<file path="config.mk">
export PLATFORM = sky130hd
export DESIGN_NAME = ansi_clear_screen_detector_core
export DESIGN_NICKNAME = d
export VERILOG_FILES = /design/src/design/csd_pkg.sv /design/src/design/csd_match.sv /design/src/design/csd_tracker.sv /design/src/design/ansi_clear_screen_detector_core.sv
export SDC_FILE = /design/constraint.sdc
export NUM_CORES = 1
export LEC_CHECK = 0
export ABC_AREA = 1
export CORE_MARGIN = 2
export CORE_UTILIZATION = 68
export CTS_BUF_LIST = sky130_fd_sc_hd__clkbuf_4
export DETAILED_ROUTE_END_ITERATION = 10
export DONT_BUFFER_PORTS = 1
export HOLD_SLACK_MARGIN = 0.1
export MAX_ROUTING_LAYER = met4
export PLACE_DENSITY_LB_ADDON = 0.08
export SLEW_MARGIN = 20
export SYNTH_ARGS = -nofsm -noshare
export SYNTH_HDL_FRONTEND = slang
export SYNTH_HIERARCHICAL = 1
export SYNTH_SLANG_ARGS = --single-unit
</file>
<file path="constraint.sdc">
create_clock -name clk -period 5.7 [get_ports clk]
set_input_delay 1.14 -clock clk [delete_from_list [all_inputs] [get_ports clk]]
set_output_delay 1.14 -clock clk [all_outputs]
set_load 0.05 [all_outputs]
</file>
<file path="src/design/csd_pkg.sv">
// Shared types, constants and pattern tables for the ANSI clear-screen detector.
// No dependencies; every other file refers to it by scoped names.
package csd_pkg;

    localparam int RECORD_DEPTH_DEFAULT = 8;
    localparam int PATTERN_COUNT        = 5;
    localparam int PATTERN_MAX          = 8;
    localparam int PAT_IDX_W            = $clog2(PATTERN_MAX);

    localparam logic [7:0] ESC_BYTE = 8'h1B;

    localparam logic [1:0] CODE_NONE   = 2'd0;
    localparam logic [1:0] CODE_CLEAR  = 2'd1;
    localparam logic [1:0] CODE_ALT    = 2'd2;
    localparam logic [1:0] CODE_NORMAL = 2'd3;

    localparam logic [7:0] PATTERN_BYTES [PATTERN_COUNT][PATTERN_MAX] = '{
        '{8'h1B, "[", "0", "J", 8'h00, 8'h00, 8'h00, 8'h00},
        '{8'h1B, "[", "J", 8'h00, 8'h00, 8'h00, 8'h00, 8'h00},
        '{8'h1B, "[", "2", "J", 8'h00, 8'h00, 8'h00, 8'h00},
        '{8'h1B, "[", "?", "1", "0", "4", "9", "h"},
        '{8'h1B, "[", "?", "1", "0", "4", "9", "l"}
    };

    localparam logic [3:0] PATTERN_LEN [PATTERN_COUNT] = '{
        4'd4, 4'd3, 4'd4, 4'd8, 4'd8
    };

    localparam logic [1:0] PATTERN_CODE [PATTERN_COUNT] = '{
        CODE_CLEAR, CODE_CLEAR, CODE_CLEAR, CODE_ALT, CODE_NORMAL
    };

    typedef struct packed {
        logic [7:0] data_byte;
        logic       end_of_chunk;
    } in_word_t;

    typedef struct packed {
        logic [1:0] match_code;
        logic       escape_started;
        logic       in_escape;
        logic [1:0] chunk_clear_code;
    } out_word_t;

endpackage

</file>
<file path="src/design/csd_match.sv">
// Pattern compare for one recorded byte: narrows the set of live pattern prefixes.
// Depends on csd_pkg for the pattern tables and match codes.
module csd_match #(
    parameter int CNT_W = 4
) (
    input  logic [7:0]                          data_byte,
    input  logic [CNT_W-1:0]                    slot,
    input  logic [csd_pkg::PATTERN_COUNT-1:0]   alive_in,
    output logic [csd_pkg::PATTERN_COUNT-1:0]   alive_out,
    output logic [1:0]                          match_code
);

    logic             slot_in_table;
    logic [CNT_W-1:0] filled;

    assign slot_in_table = slot < CNT_W'(csd_pkg::PATTERN_MAX);
    assign filled        = slot + CNT_W'(1);

    always_comb
    begin
        alive_out  = '0;
        match_code = csd_pkg::CODE_NONE;
        for (int i = 0; i < csd_pkg::PATTERN_COUNT; i++)
        begin
            alive_out[i] = alive_in[i] && slot_in_table
                && (slot < CNT_W'(csd_pkg::PATTERN_LEN[i]))
                && (csd_pkg::PATTERN_BYTES[i][slot[csd_pkg::PAT_IDX_W-1:0]] == data_byte);
            // later patterns win, as in a forward scan
            if (alive_out[i] && (filled == CNT_W'(csd_pkg::PATTERN_LEN[i])))
            begin
                match_code = csd_pkg::PATTERN_CODE[i];
            end
        end
    end

endmodule

</file>
<file path="src/design/csd_tracker.sv">
// Escape-sequence state, recording count, live-pattern set and chunk code.
// Depends on csd_pkg and csd_match; updates once per word when advance is high.
module csd_tracker #(
    parameter int RECORD_DEPTH = csd_pkg::RECORD_DEPTH_DEFAULT
) (
    input  logic                clk,
    input  logic                rst_n,
    input  logic                advance,
    input  csd_pkg::in_word_t   word,
    output csd_pkg::out_word_t  result
);

    localparam int CNT_W = $clog2(RECORD_DEPTH + 1);
    localparam int NP    = csd_pkg::PATTERN_COUNT;

    logic             escape_active_reg, escape_active_next;
    logic [1:0]       escape_position_reg, escape_position_next;
    logic [CNT_W-1:0] record_count_reg, record_count_next;
    logic [NP-1:0]    alive_reg, alive_next;
    logic [1:0]       chunk_code_reg, chunk_code_next;

    logic             started;
    logic             active_base;
    logic [1:0]       position_base;
    logic [CNT_W-1:0] count_base;
    logic [NP-1:0]    alive_base;
    logic [NP-1:0]    alive_hit;
    logic [1:0]       hit_code;
    logic [1:0]       match;
    logic [1:0]       chunk_out;

    assign started       = word.data_byte == csd_pkg::ESC_BYTE;
    assign active_base   = started | escape_active_reg;
    assign position_base = started ? 2'd0 : escape_position_reg;
    assign count_base    = started ? '0 : record_count_reg;
    assign alive_base    = started ? '1 : alive_reg;

    csd_match #(
        .CNT_W (CNT_W)
    ) u_match (
        .data_byte  (word.data_byte),
        .slot       (count_base),
        .alive_in   (alive_base),
        .alive_out  (alive_hit),
        .match_code (hit_code)
    );

    always_comb
    begin
        escape_active_next   = active_base;
        escape_position_next = position_base;
        record_count_next    = count_base;
        alive_next           = alive_base;
        match                = csd_pkg::CODE_NONE;
        if (active_base)
        begin
            if (!started)
            begin
                if (position_base < 2'd2)
                begin
                    escape_position_next = position_base + 2'd1;
                end
                if (escape_position_next == 2'd1)
                begin
                    escape_active_next = word.data_byte inside
                        {"[", "(", ")", "#", "6", "5", "0", "3"};
                end
                else
                begin
                    escape_active_next = (word.data_byte inside {["0":"9"]})
                        || (word.data_byte == ";") || (word.data_byte == "?");
                end
            end
            if (count_base < CNT_W'(RECORD_DEPTH))
            begin
                record_count_next = count_base + CNT_W'(1);
                alive_next        = alive_hit;
                match             = hit_code;
                // restart recording after a hit
                if (hit_code != csd_pkg::CODE_NONE)
                begin
                    record_count_next = '0;
                    alive_next        = '1;
                end
            end
        end
        chunk_out       = (match != csd_pkg::CODE_NONE) ? match : chunk_code_reg;
        chunk_code_next = word.end_of_chunk ? csd_pkg::CODE_NONE : chunk_out;
    end

    always_comb
    begin
        result.match_code       = match;
        result.escape_started   = started;
        result.in_escape        = escape_active_next;
        result.chunk_clear_code = chunk_out;
    end

    always_ff @(posedge clk or negedge rst_n)
    begin
        if (!rst_n)
        begin
            escape_active_reg   <= 1'b0;
            escape_position_reg <= 2'd0;
            record_count_reg    <= '0;
            alive_reg           <= '1;
            chunk_code_reg      <= csd_pkg::CODE_NONE;
        end
        else if (advance)
        begin
            escape_active_reg   <= escape_active_next;
            escape_position_reg <= escape_position_next;
            record_count_reg    <= record_count_next;
            alive_reg           <= alive_next;
            chunk_code_reg      <= chunk_code_next;
        end
    end

endmodule

</file>
<file path="src/design/ansi_clear_screen_detector_core.sv">
// Top level of the ANSI clear-screen detector: input register, tracker, result register.
// Depends on csd_pkg and csd_tracker.
//
// Usage:
//   Input channel (in_valid / in_ready / in_word) carries one byte of the
//   terminal output stream per word, with end_of_chunk marking the last byte
//   of a write chunk. Output channel (out_valid / out_ready / out_word) returns
//   one result word per input word, in order.
//   Path: a word accepted into the input register passes through the tracker,
//   and its result is captured in the result register, which drives the output.
//   Throughput: one word per cycle while out_ready is high, set by the single
//   pass of pattern compare and escape tracking between the two registers.
//   Reset: all escape, recording and chunk state clears; both registers empty.
//   Stall: when out_ready is low the result holds; the input register still
//   takes one more word, and in_ready drops once both registers are full.
module ansi_clear_screen_detector_core #(
    parameter int RECORD_DEPTH = csd_pkg::RECORD_DEPTH_DEFAULT
) (
    input  logic                clk,
    input  logic                rst_n,
    input  logic                in_valid,
    output logic                in_ready,
    input  csd_pkg::in_word_t   in_word,
    output logic                out_valid,
    input  logic                out_ready,
    output csd_pkg::out_word_t  out_word
);

    logic               in_valid_reg, in_valid_next;
    csd_pkg::in_word_t  in_word_reg;
    logic               out_valid_reg, out_valid_next;
    csd_pkg::out_word_t out_word_reg;
    csd_pkg::out_word_t result;
    logic               advance;

    // advance the held word when the result slot is free or being taken
    assign advance  = in_valid_reg && (!out_valid_reg || out_ready);
    assign in_ready = !in_valid_reg || advance;

    csd_tracker #(
        .RECORD_DEPTH (RECORD_DEPTH)
    ) u_tracker (
        .clk     (clk),
        .rst_n   (rst_n),
        .advance (advance),
        .word    (in_word_reg),
        .result  (result)
    );

    always_comb
    begin
        in_valid_next = in_valid_reg;
        if (in_valid && in_ready)
        begin
            in_valid_next = 1'b1;
        end
        else if (advance)
        begin
            in_valid_next = 1'b0;
        end
        out_valid_next = out_valid_reg;
        if (advance)
        begin
            out_valid_next = 1'b1;
        end
        else if (out_ready)
        begin
            out_valid_next = 1'b0;
        end
    end

    always_ff @(posedge clk or negedge rst_n)
    begin
        if (!rst_n)
        begin
            in_valid_reg  <= 1'b0;
            out_valid_reg <= 1'b0;
        end
        else
        begin
            in_valid_reg  <= in_valid_next;
            out_valid_reg <= out_valid_next;
        end
    end

    always_ff @(posedge clk)
    begin
        if (in_valid && in_ready)
        begin
            in_word_reg <= in_word;
        end
        if (advance)
        begin
            out_word_reg <= result;
        end
    end

    assign out_valid = out_valid_reg;
    assign out_word  = out_word_reg;

endmodule

</file>
* Word-level counts from Yosys, hierarchy flattened
Memories as Yosys holds them, arrays and structs flattened.
Cells that the tools add are included.
** Cells by class
- Add/subtract/negate cells :: 2
- Eq/ne operators :: 20
- Reductions and logical operators :: 34
- Bitwise operators :: 2
- Magnitude comparators :: 7
- Multiplexer cells :: 40
** Operators by type and width (count)
- two-way mux 8 bit :: 10
- equality test 8 x 6 -> 1 bit (second input constant) :: 9
- equality test 8 bit :: 5
- two-way mux 2 bit :: 14
- logical AND 1 bit :: 23
- two-way mux 5 bit :: 4
- two-way mux 4 bit :: 4
- equality test 8 x 5 -> 1 bit (second input constant) :: 1
- equality test 8 x 7 -> 1 bit (second input constant) :: 1
- greater-or-equal comparator 8 x 6 -> 1 bit (second input constant) :: 1
- less-or-equal comparator 8 x 6 -> 1 bit (second input constant) :: 1
- two-way mux 1 bit :: 8
- nonzero test 2 bit :: 4
- nonzero test 8 bit :: 1
- adder 4 x 1 -> 4 bit (second input constant) :: 1
- equality test 4 x 2 -> 1 bit (second input constant) :: 1
- equality test 4 x 3 -> 1 bit (second input constant) :: 1
- equality test 4 bit (second input constant) :: 1
- greater-or-equal comparator 4 bit (second input constant) :: 1
- logical OR 1 bit :: 4
- < comparator 4 x 2 -> 1 bit (second input constant) :: 1
- < comparator 4 x 3 -> 1 bit (second input constant) :: 1
- < comparator 4 bit (second input constant) :: 1
- inverter 3 -> 4 bit :: 1
- 5 further kinds :: 6
** Storage, ports and cells
- ROM bits :: 320
- Output and inout port bits :: 8
- Logic and storage cells :: 123
- Register bits after elaboration :: 31
- Bits of input ports :: 13
- Memories :: 5
** Memories
- (name not given) :: words 8, width 8, rd ports 1, clocked after Yosys merged registers in 0, wr ports 0, line csd_match.sv:27 : && (csd_pkg::PATTERN_BYTES[i][slot[csd_pkg::PAT_IDX_W-1:0]] == data_byte);
- (name not given) :: words 8, width 8, rd ports 1, clocked after Yosys merged registers in 0, wr ports 0, line csd_match.sv:27
- (name not given) :: words 8, width 8, rd ports 1, clocked after Yosys merged registers in 0, wr ports 0, line csd_match.sv:27
- (name not given) :: words 8, width 8, rd ports 1, clocked after Yosys merged registers in 0, wr ports 0, line csd_match.sv:27
- (name not given) :: words 8, width 8, rd ports 1, clocked after Yosys merged registers in 0, wr ports 0, line csd_match.sv:27

* Logic depth before layout (Yosys ltp)
- Depth after elaboration :: 19
- Gate-level depth with buffers :: 24
- Gate-level depth less buffers :: 23

* Modules after synthesis
Netlist, hierarchy kept.
** By module, submodules not included
- csd_tracker :: area an instance 1042.2 sq um, times used 1, sequential area each 356.6 sq um, cells an instance 159
- csd_match :: area an instance 595.6 sq um, times used 1, sequential area each 0.0 sq um, cells an instance 113
- ansi_clear_screen_detector_core :: area an instance 545.5 sq um, times used 1, sequential area each 500.5 sq um, cells an instance 27

* Worst setup path after synthesis
Ideal clock, no wire load.
- Kind :: reg-to-reg
- From :: register in_word_reg[2] (netlist bit)
- To :: register u_tracker.record_count_reg[1]
- Setup slack :: 2.801 ns
- Period minus slack after synthesis :: 2.899 ns
- Cell stages (with the launch flop) :: 23
- Setup time :: 0.083 ns
- Buffers on the path :: 1
- Arrival :: 2.816 ns
- Data required time :: 5.617 ns
- Path through :: edfxtp_1 nand2_2 nor2_2 nand2_2 buf_2 nand2_1 inv_1 ha_1 inv_1 ha_1 inv_1 nand2_1 nand2_1 nand2_1 nand3_1 nor2_1 nand3_1 nand3_1 nor2_1 inv_1 o21ai_0 o21ai_0 o21ai_0
** Between the ends
- Cells in the longest elaborated chain, start to end :: 18
- Elaborated cells between the ends (all ways) :: 61
- Those cells by class :: add/sub: 1; order compare: 3; eq/ne: 9; mux: 20; bitwise: 2; reduce/logical: 21; memory: 5
** RTL lines
- start: declaration :: line ansi_clear_screen_detector_core.sv:30 : csd_pkg::in_word_t in_word_reg;
- start signal: assignment :: line ansi_clear_screen_detector_core.sv:90 : in_word_reg <= in_word;
- equality test 8 x 5 -> 1 bit * :: line csd_tracker.sv:32 : assign started = word.data_byte == csd_pkg::ESC_BYTE;
- two-way mux 4 bit * :: line csd_tracker.sv:35 : assign count_base = started ? '0 : record_count_reg;
- via u_tracker.count_base[0] :: line csd_tracker.sv:25 : logic [CNT_W-1:0] count_base;
- inverter 3 -> 4 bit (implied by the code) :: line csd_match.sv:27
- memory (8 x 8 bit)
- two-way mux 8 bit (implied by the code) (2 in a row) :: line csd_match.sv:27
- equality test 8 bit :: line csd_match.sv:27
- logical AND 1 bit :: line csd_match.sv:27
- logical AND 1 bit :: line csd_match.sv:29 : if (alive_out[i] && (filled == CNT_W'(csd_pkg::PATTERN_LEN[i])))
- two-way mux 1 bit :: line csd_match.sv:29
- two-way mux 2 bit (3 in a row) :: line csd_match.sv:29
- two-way mux 2 bit * :: line csd_match.sv:29
- via u_tracker.hit_code[0] :: line csd_tracker.sv:28 : logic [1:0] hit_code;
- nonzero test 2 bit * :: line csd_tracker.sv:80 : if (hit_code != csd_pkg::CODE_NONE)
- two-way mux 4 bit * :: line csd_tracker.sv:80
- two-way mux 4 bit * :: line csd_tracker.sv:74 : if (count_base < CNT_W'(RECORD_DEPTH))
- two-way mux 4 bit * :: line csd_tracker.sv:55 : if (active_base)
- end signal: assignment :: line csd_tracker.sv:113 : record_count_reg <= record_count_next;
- end: declaration :: line csd_tracker.sv:18 : logic [CNT_W-1:0] record_count_reg, record_count_next;
The timed path passes the listed nets; every way through them passes the cells marked *. The select of a mux whose other input is x is not followed.
A chain may end at the register's enable or synchronous reset.

* Worst setup path after layout
Same ends and word-level chain as after synthesis.

==> results.py <==
metrics = {
    "placement": {
        "dp_hpwl_um": 3317,
        "gp_congestion": 0.9654,
        "place_ws_ns": 2.343,
        "io_buffers": 0,
        "numPlacedInstances": 336,
    },
    "die": {
        "die_y_um": 60.67,
        "fp.dieW_um": 60.67,
        "fp.coreArea_um2": 3053,
        "placementRows": 20,
        "fp.dieArea_um2": 3680,
        "io_pins": 21,
        "start_util_pct": 71.52,
    },
    "cts": {
        "cts_tree": "yes",
        "clkTransAtPathRegs_ns": 0.10,
        "cts_setup_buffers": 0,
        "htreeDepth": 2,
        "cts_resized": 0,
        "cts_sinks": 31,
        "clk-insertion-delay-late_ns": 0.33,
        "postCtsHoldBufs": 0,
        "cts_made_buffers": 5,
        "cts_root_buf": "clkbuf_4",
        "clock_path_buffers": 2,
    },
    "setup_path": {
        "cp-end-kind": "register",
        "r2r-start": "in_word_reg[2]",
        "cp_slowest_stage_delay_ns": 0.54,
        "reg2reg_depth": 21,
        "critical-path-top-delay-family": "simple AND/OR/NAND/NOR gates",
        "crit_path_top_delay_cell": "edfxtp_1",
        "worstPathRequired_ns": 5.94,
        "path_cells": "nand2_2, nor2_2, nand2_2, nand2_1, inv_1, ha_1, inv_1, ha_1, inv_1, nand2_1, nand2_1, nand2_1, nand3_1, nor2_1, nand3_1, nand3_1, nor2_1, inv_1, o21ai_0, o21ai_0, o21ai_0",
        "crit_fanout": 13,
        "criticalPathCategory": "reg2reg",
        "reg2reg_slack_ns": 2.31,
        "cp_num_cells": 21,
        "cp.arrival_ns": 3.63,
        "worst_setup_path_start_kind": "register",
        "crit_buf_inv": 4,
        "worst_r2r_endpoint": "u_tracker/record_count_reg[1]",
    },
    "logic_synthesis": {
        "synth_edf_count": 15,
        "synth_flop_cell": "edfxtp_1",
        "yosysWarningCount": 6,
        "seq_area_frac_synth_pct": 39.26,
        "synthArstFlopShare_pct": 51.61,
        "netlist_area_um2": 2183,
        "syn-num-nets": 322,
        "avgSynthCellArea_um2": 7.302,
        "ys_types": 33,
        "ys_seq_elements": 31,
        "syn_inst": 299,
    },
    "sta": {
        "fmax_ghz": 0.2948,
        "min_period_ns": 3.392,
        "worst_slew_pin_slew_ns": 1.046,
        "whs_ns": 0.4832,
        "period_share_pct": 59.51,
        "slew_violations": 0,
        "setup_violations": 0,
        "setup_slack_ns": 2.308,
        "maxSlewHeadroom_pct": 30.30,
        "finalSetupTns_ns": 0,
        "rsz0062_at_grt": "false",
        "finClkSkew_ns": 0.01002,
        "finalHoldViolations": 0,
    },
    "routing": {
        "vias": 1823,
        "via_per_inst": 5.299,
        "wl_per_cell_um": 12.64,
        "firstDrtPassIters": 4,
        "drt_iter0_markers": 193,
        "drt-total-wl_um": 4349,
        "ant_nets": 0,
        "route.detailed.drc": 0,
    },
    "global_route": {
        "grt_usage_pct": 27.78,
        "grt_pass1_wl_um": 7065,
        "grt_pass1_vias": 1563,
        "grt-ovfl-total": 0,
        "grt_max_degree": 24,
        "antenna_found_initial": 0,
    },
    "worst_hold_path": {
        "min_path_type": "in2async",
    },
    "finish": {
        "antenna_cells": 0,
        "largest_reg_flops": 9,
        "syn_to_final_growth_pct": 2.693,
        "stdcell_count": 344,
        "drive_gt1_share_pct": 9.333,
        "fillerInstances": 262,
        "regArea_um2": 857.1,
        "multi_input_area_um2": 1099,
        "fin_nets": 322,
    },
    "run_status": {
        "status": "complete, no violations",
    },
    "power_and_ir_drop": {
        "leakagePower_nw": 1.107,
        "irDropWorstVdd_mv": 0.1891,
        "power_uw": 588.4,
        "power.density_nw_per_um2": 262.4,
    },
    "run": {
        "drv_cap": 0,
    },
}
## cells by family (layout without fill, tap and decap cells)
group,Yosys count,count (layout),synth area share (%)
adders and majority gates,10,10,5.731
and+or+nand+nor,162,162,31.75
AOI/OAI and AO/OA,32,32,9.054
buffers and inverters,55,56,10.60
DFF,31,31,39.25
xor gates and xnor gates,9,9,3.611
## worst max path at each step
stage,end,start
floorplan,u_tracker/record_count_reg[1],in_word_reg[2]
global placement,u_tracker/record_count_reg[1],in_word_reg[2]
detailed placement,u_tracker/alive_reg[1],in_word_reg[2]
CTS,u_tracker/record_count_reg[1],in_word_reg[2]
global route,u_tracker/record_count_reg[1],in_word_reg[7]
finish,u_tracker/record_count_reg[1],in_word_reg[2]
## cells in the mapped netlist, types with 2 or more instances
| library cell | instances | area [µm²] |
|---|---|---|
| nand4_1 | 3 | 18.77 |
| nand2_1 | 87 | 326.6 |
| nor2_2 | 2 | 12.51 |
| buf_4 | 2 | 15.01 |
| xor2_1 | 7 | 61.31 |
| xnor2_1 | 2 | 17.52 |
| a21oi_1 | 5 | 25.02 |
| nor3_1 | 5 | 25.02 |
| inv_2 | 2 | 7.510 |
| o211ai_1 | 7 | 52.55 |
| dfstp_2 | 5 | 131.4 |
| nand2_2 | 5 | 31.28 |
| dfrtp_1 | 11 | 275.3 |
| ha_1 | 10 | 125.1 |
| inv_1 | 45 | 168.9 |
| a21boi_0 | 2 | 15.01 |
| nand3_1 | 19 | 95.09 |
| edfxtp_1 | 15 | 450.4 |
| buf_2 | 2 | 10.01 |
| o21ai_1 | 5 | 25.02 |
| buf_6 | 2 | 22.52 |
| nor2_1 | 33 | 123.9 |
| or2_2 | 4 | 25.02 |
| o21ai_0 | 10 | 50.05 |
## layer usage
| metal | up-vias | share of wire (%) | GRT usage [%] |
|---|---|---|---|
| met2 | 50 | 45 | 41.17 |
| met3 | 12 | 4.9 | 5.117 |
| met4 | 0 | 2.9 | 13.35 |
| met1 | 821 | 47 | 36.76 |
| li1 | 940 | - | - |
| met5 | - | 0 | - |
## where the power goes
part           internal [mW]  switching [mW]  leakage, nW
clock                 0.0455          0.0780       0.0306
sequential             0.271          0.0287        0.330
combinational         0.0542           0.111        0.746
## placed cells by master, fill, tap and decap left out, types with 2 or more instances in the layout
| master | Yosys | final |
|---|---|---|
| inv_1 | 45 | 45 |
| nand2_2 | 5 | 5 |
| or2_2 | 4 | 4 |
| clkbuf_4 | 0 | 5 |
| nor2_1 | 33 | 33 |
| a21boi_0 | 2 | 2 |
| nor3_1 | 5 | 5 |
| o211ai_1 | 7 | 7 |
| o21ai_0 | 10 | 10 |
| a21oi_1 | 5 | 4 |
| ha_1 | 10 | 10 |
| xor2_1 | 7 | 7 |
| nand4_1 | 3 | 3 |
| dfstp_2 | 5 | 5 |
| dfrtp_1 | 11 | 11 |
| xnor2_1 | 2 | 2 |
| clkinv_1 | 1 | 3 |
| edfxtp_1 | 15 | 15 |
| nand2_1 | 87 | 87 |
| nand3_1 | 19 | 19 |
| o21ai_1 | 5 | 5 |
| inv_2 | 2 | 2 |
| nor2_2 | 2 | 2 |
## metrics by stage
| stage | utilization [%] | instance area [µm²] |
|---|---|---|
| after floorplan | - | 2183 |
| after global placement | 71.76 | 2191 |
| after detailed placement | 71.76 | 2191 |
| after CTS | 73.44 | 2242 |
| after global routing | 73.44 | 2242 |
| final | 73.44 | 2242 |
## area by class of cell
type,instances,share of cell area (%)
multi-input combinational,213,49.00
sequential,31,38.23
inverter,48,8.036
tap,44,2.455
clock buffer,5,1.674
clock inverter,3,0.6138
No activity file was read; power rests on OpenSTA's default activity.
